`src/design/psn_pkg.sv`:
```
// shared widths, types and codes of the point to segment nearest block
`timescale 1ns / 1ps
`default_nettype none
package psn_pkg;

	localparam int COORD_W  = 32;
	localparam int DIFF_W   = COORD_W + 1;
	localparam int PROD_W   = 2 * DIFF_W;
	localparam int LEN2_W   = PROD_W;
	localparam int HALF_W   = LEN2_W / 2;
	localparam int QUO_W    = DIFF_W + 1;
	localparam int NUM_W    = QUO_W + LEN2_W;
	localparam int ROOT_W   = 34;
	localparam int SQ_W     = 2 * ROOT_W;
	localparam int DIST_W   = 33;
	localparam int CFG_IDX_W = 3;

	typedef logic signed [COORD_W-1:0] coord_t;
	typedef logic signed [DIFF_W-1:0]  diff_t;
	typedef logic signed [PROD_W-1:0]  prod_t;

	typedef enum logic [1:0] {
		REG_INTERIOR = 2'd0,
		REG_START    = 2'd1,
		REG_END      = 2'd2,
		REG_ZERO     = 2'd3
	} region_t;

	typedef enum logic [CFG_IDX_W-1:0] {
		CFG_START_X = 3'd0,
		CFG_START_Y = 3'd1,
		CFG_END_X   = 3'd2,
		CFG_END_Y   = 3'd3
	} cfg_reg_t;

	// sideband that rides alongside the dividers
	typedef struct packed {
		coord_t  px;
		coord_t  py;
		logic    neg_dx;
		logic    neg_dy;
		region_t region;
	} div_sb_t;

	// sideband that rides alongside the root
	typedef struct packed {
		coord_t  nx;
		coord_t  ny;
		region_t region;
	} root_sb_t;

endpackage
`default_nettype wire

```
`src/design/psn_sqrt.sv`:
```
// pipelined integer square root, one root bit per stage
`timescale 1ns / 1ps
`default_nettype none
module psn_sqrt import psn_pkg::*; (
	input  logic              clk,
	input  logic              en,
	input  logic [SQ_W-1:0]   sq,
	output logic [ROOT_W-1:0] root
);
	localparam int REM_W = ROOT_W + 3;

	logic [REM_W-1:0]  rem_s  [ROOT_W];
	logic [SQ_W-1:0]   src_s  [ROOT_W];
	logic [ROOT_W-1:0] root_s [ROOT_W];

	logic [REM_W-1:0]  rem_nx  [ROOT_W];
	logic [SQ_W-1:0]   src_nx  [ROOT_W];
	logic [ROOT_W-1:0] root_nx [ROOT_W];

	logic [REM_W-1:0]  rin;
	logic [SQ_W-1:0]   sin;
	logic [ROOT_W-1:0] oin;
	logic [REM_W-1:0]  shifted;
	logic [REM_W-1:0]  trial;
	logic              take;

	always_comb begin
		for (int i = 0; i < ROOT_W; i++) begin
			if (i == 0) begin
				rin = '0;
				sin = sq;
				oin = '0;
			end else begin
				rin = rem_s[i-1];
				sin = src_s[i-1];
				oin = root_s[i-1];
			end
			shifted = {rin[REM_W-3:0], sin[SQ_W-1:SQ_W-2]};
			trial   = {1'b0, oin, 2'b01};
			take    = shifted >= trial;
			rem_nx[i]  = take ? shifted - trial : shifted;
			src_nx[i]  = {sin[SQ_W-3:0], 2'b00};
			root_nx[i] = {oin[ROOT_W-2:0], take};
		end
	end

	always_ff @(posedge clk) begin
		if (en) begin
			for (int i = 0; i < ROOT_W; i++) begin
				rem_s[i]  <= rem_nx[i];
				src_s[i]  <= src_nx[i];
				root_s[i] <= root_nx[i];
			end
		end
	end

	assign root = root_s[ROOT_W-1];
endmodule
`default_nettype wire

```
`config.mk`:
```
export PLATFORM = sky130hd
export DESIGN_NAME = psn_sqrt
export DESIGN_NICKNAME = d
export VERILOG_FILES = /design/src/design/psn_pkg.sv /design/src/design/psn_sqrt.sv
export SDC_FILE = /design/constraint.sdc
export NUM_CORES = 2
export LEC_CHECK = 0
export BUFFER_PORTS_ARGS = -buffer_cell sky130_fd_sc_hd__buf_4
export CAP_MARGIN = 30
export CELL_PAD_IN_SITES_DETAIL_PLACEMENT = 1
export CELL_PAD_IN_SITES_GLOBAL_PLACEMENT = 2
export CORE_MARGIN = 3
export CORE_UTILIZATION = 46
export CTS_CLUSTER_DIAMETER = 30
export DETAILED_ROUTE_END_ITERATION = 12
export PLACE_DENSITY = 0.92
export SKIP_CTS_REPAIR_TIMING = 1
export SYNTH_ARGS = -nofsm -noshare
export SYNTH_HDL_FRONTEND = slang
export SYNTH_MEMORY_MAX_BITS = 65536
export SYNTH_SLANG_ARGS = --single-unit
export TNS_END_PERCENT = 50
```
`constraint.sdc`:
```
create_clock -name clk -period 5.2 [get_ports clk]
set_input_delay 0.52 -clock clk [delete_from_list [all_inputs] [get_ports clk]]
set_output_delay 0.52 -clock clk [all_outputs]
set_load 0.005 [all_outputs]
```
* Word-level counts from Yosys, hierarchy flattened
Memories as Yosys holds them, arrays and structs flattened. Index checks and enable logic that the tools add are counted.
Operators by class: multiplexer cells 36, $add $sub $neg 34, $lt $le $gt $ge 34
Operators with widths (number):
- $mux 37 | 34
- $ge 37x36->1 | 33
- $sub 37x36->37 | 33
- $sub 2x1->3 const B | 1
- $ge 2x1->1 const B | 1
- $mux 1 | 2
Storage, ports and cells: memories kept 3, logic and storage cells 107, register bits after elaboration 0, output and inout port bits 34, bits in writable memories 4658
Memories:
- src_s | depth 34, bits a word 66, rd ports 33, clocked after memory_dff 0, wr ports 34, line psn_sqrt.sv:13 | logic [SQ_W-1:0] src_s [ROOT_W];
- rem_s | depth 34, bits a word 37, rd ports 33, clocked after memory_dff 0, wr ports 34, line psn_sqrt.sv:12 | logic [REM_W-1:0] rem_s [ROOT_W];
- root_s | depth 34, bits a word 34, rd ports 34, clocked after memory_dff 0, wr ports 34, line psn_sqrt.sv:14 | logic [ROOT_W-1:0] root_s [ROOT_W];

* Logic depth before layout (Yosys ltp)
An unclocked memory read counts as a cell.
depth after elaboration 3, gate-level depth with buffers 15

* Least setup slack after synthesis
No wires, ideal clock.
kind reg2reg, from mem rem_s[30][2] (netlist name), to mem rem_s[31][18] (netlist name), data pin, stages on the path, launching flop included 12, library setup time 0.270 ns, arrival 3.507 ns, slack 1.423 ns, buffers on the path 2, path through edfxtp_1 > ha_1 > o21ai_0 > a22oi_1 > a32oi_1 > o211a_1 > o31ai_1 > a31oi_1 > o31ai_1 > clkbuf_1 > buf_1 > a21oi_1
RTL lines (line):
- start, declared | psn_sqrt.sv:12

==> results.json <==
{
  "synth_edf_count": 2819,
  "period_share_pct": 85.4,
  "pwr_density_cell_mw_per_mm2": 527,
  "hp-start": "en",
  "grt_pass1_wl_mm": 516,
  "synth_cells": 10300,
  "via_per_inst": 5.60,
  "path_cells": "nor4_1, or4b_2, nor4_1, a31oi_1, and2_1, and3b_1, inv_1, nand3_1, nor4_1, xor2_1",
  "p_leak_nw": 61.3,
  "syn_nets": 11000,
  "clock.fmax_mhz": 225,
  "ys_warn_count": 0,
  "die-area_sq_mm": 0.293,
  "place_ws_ns": 0.770,
  "min_period_ns": 4.44,
  "slowest_stage": "or4b_2",
  "yosys.area.top_type_share_pct": 64.1,
  "cp_slowest_stage_delay_ns": 0.69,
  "routabilityCongestion": 0.897,
  "p_switching_w": 0.0243,
  "synth_ff_type": "edfxtp_1",
  "die_w_um": 542,
  "critPathTopFamily": "simple AND/OR/NAND/NOR gates",
  "worstMarginPinSlew_ns": 1.06,
  "clock_latency_ns": 1.02,
  "slew_headroom_pct": 29.2,
  "cp_max_fo": 16,
  "drt_iter0_drc": 5495,
  "first_pass_iters": 6,
  "nets": 11600,
  "multi_input_area_sq_mm": 0.0438,
  "peakVddDrop_mv": 0.429,
  "cts_buffer_depth": 4,
  "maxSlewViolCount": 0,
  "final_antenna_net_count": 0,
  "clk_pin_slew_ns": 0.04,
  "async_flop_share_pct": 0,
  "seqPwrFrac_pct": 37.5,
  "die_h_um": 542,
  "grt_pass1_vias": 90800,
  "cp.buffers_inverters": 1,
  "p_clk_share_pct": 44.3,
  "comb_power_share_pct": 18.2,
  "grt_max_degree": 200,
  "cp-end-kind": "register",
  "layout_common_cells": "edfxtp_1 (2819), inv_1 (774), nand2_1 (757), ha_1 (631), a21oi_1 (599)",
  "clock-skew-final_ns": 0.0778,
  "register_area_sq_mm": 0.0847,
  "cts_root_buffer": "clkbuf_16",
  "n_fill_cell": 28000,
  "final_common_cell": "edfxtp_1",
  "cts_buffers": 585,
  "hold_viol_final": 0,
  "synthTopCellsByArea": "edfxtp_1 (64%), ha_1 (6.0%), xor2_1 (3.3%)",
  "fin_setup_tns_ns": 0,
  "clock_sinks": 2819,
  "status": "finished clean",
  "worstHoldPathType": "in2reg",
  "critical_path_class": "reg2reg",
  "overflow": 0,
  "crit_path_start_kind": "register",
  "drc_errors": 0,
  "design.portCount": 104,
  "grt_setup_unrepaired": "no",
  "yosysTopAreaCell": "edfxtp_1",
  "wl_per_cell_um": 22.0,
  "syn_avg_cell_area_sq_um": 12.8,
  "setup-violations-final": 0,
  "setup_ws_ns": 0.757,
  "drv_cap": 0,
  "swShare_pct": 29.2,
  "hpwl_mm": 225,
  "coreArea_sq_mm": 0.285,
  "reg2reg_from": "rem_s[8][10]$_DFFE_PP_",
  "total_power_w": 0.0834,
  "cpMostUsedCell": "nor4_1",
  "antenna_found_initial": 4,
  "synth.distinct_cells": 88,
  "cp_data_required_time_ns": 5.92,
  "num_vias": 84800,
  "cp-startpoint": "rem_s[8][10]$_DFFE_PP_",
  "htreeDepth": 6,
  "p_int_w": 0.0590,
  "syn_area_sq_mm": 0.132,
  "synth-seq-cells": 2819,
  "tritoncts": "built",
  "syn_to_final_growth_pct": 19.9,
  "routed_wl_mm": 333,
  "drive_gt1_share_pct": 11.4,
  "io_buffers": 103,
  "grt_util_all_layers_pct": 22.0,
  "arrival_ns": 5.17,
  "ys_seq_area_share_pct": 64.1,
  "start_util_pct": 46.2,
  "rows": 196
}
final timing paths:
| path | endpoint | slack [ns] | cells past startpoint |
|---|---|---|---|
| setup / recovery | rem_s[9][34]$_DFFE_PP_ | 0.76 | 10 |
| hold / removal | src_s[0][28]$_DFFE_PP_ | 0.16 | 1 |
| hold reg to reg | src_s[14][48]$_DFFE_PP_ | 0.38 | 0 |
| setup reg to reg | rem_s[9][34]$_DFFE_PP_ | 0.76 | 10 |
layer usage:
metal / vias to the layer above / global-route usage, % / wire (um)
met5: - / 0 / 0
met4: 0 / 8.24 / 11800
met3: 683 / 2.98 / 12300
met2: 1852 / 39.5 / 172000
met1: 42600 / 26.9 / 137000
li1: 39600 / - / -
state kept, by name, indices dropped and copies added (netlist names):
register and cells:
root_s 595, rem_s 1102, src_s 1122
cells in the mapped netlist (75+ instances only):
cell,number
nand4_1,96
nand2b_1,124
inv_1,774
a21oi_1,601
xnor2_1,422
o21ai_0,577
nand3_1,143
clkbuf_1,198
xor2_1,501
edfxtp_1,2819
a21o_1,302
nor3_1,244
ha_1,631
nor4_1,164
o31ai_1,75
nor2b_1,88
nor2_1,593
or3_1,107
nand2_1,757
o21a_1,117
cells by family (layout without fill, tap and decap cells):
family / count (synthesis) / in the layout / synth area share (%)
AOI/OAI and AO/OA: 2155 / 2155 / 10.2
xor gates and xnor gates: 924 / 924 / 6.14
adders and majority gates: 631 / 631 / 5.98
buffers and inverters: 995 / 2099 / 2.83
DFF: 2819 / 2819 / 64.1
muxes: 85 / 85 / 0.712
other: 1 / 4 / 0.00284
and+or+nand+nor: 2666 / 2666 / 9.99
power by group through the flow:
stage / registers, W / logic, W / clock network [W]
finish: 0.0313 / 0.0152 / 0.0369
global route: 0.0315 / 0.0169 / 0.0389
CTS: 0.0313 / 0.0151 / 0.0376
detailed placement: 0.0316 / 0.0148 / 0
global placement: 0.0315 / 0.0143 / 0
floorplan: 0.0304 / 0.0107 / 0
per-stage QoR:
stage                     util (%)  instances  area, sq um  hold WS [ns]
after floorplan                  -      10300       132000         0.400
after global placement        48.3      14000       138000         0.400
after detailed placement      48.3      14000       138000         0.405
after CTS                     55.2      15100       158000        -0.414
after global routing          55.5      15100       158000         0.172
final                         55.5      15100       158000         0.156
cell type report:
cell class	instances	area share (%)
flip-flops and latches	2819	53.5
clock inverters	415	3.07
inverters	778	1.84
clock buffers	647	9.47
repair buffers	259	1.53
diodes	3	0.00474
multi-input cells	6462	27.6
well taps	3762	2.97
No activity file was read; power rests on OpenSTA's default activity.
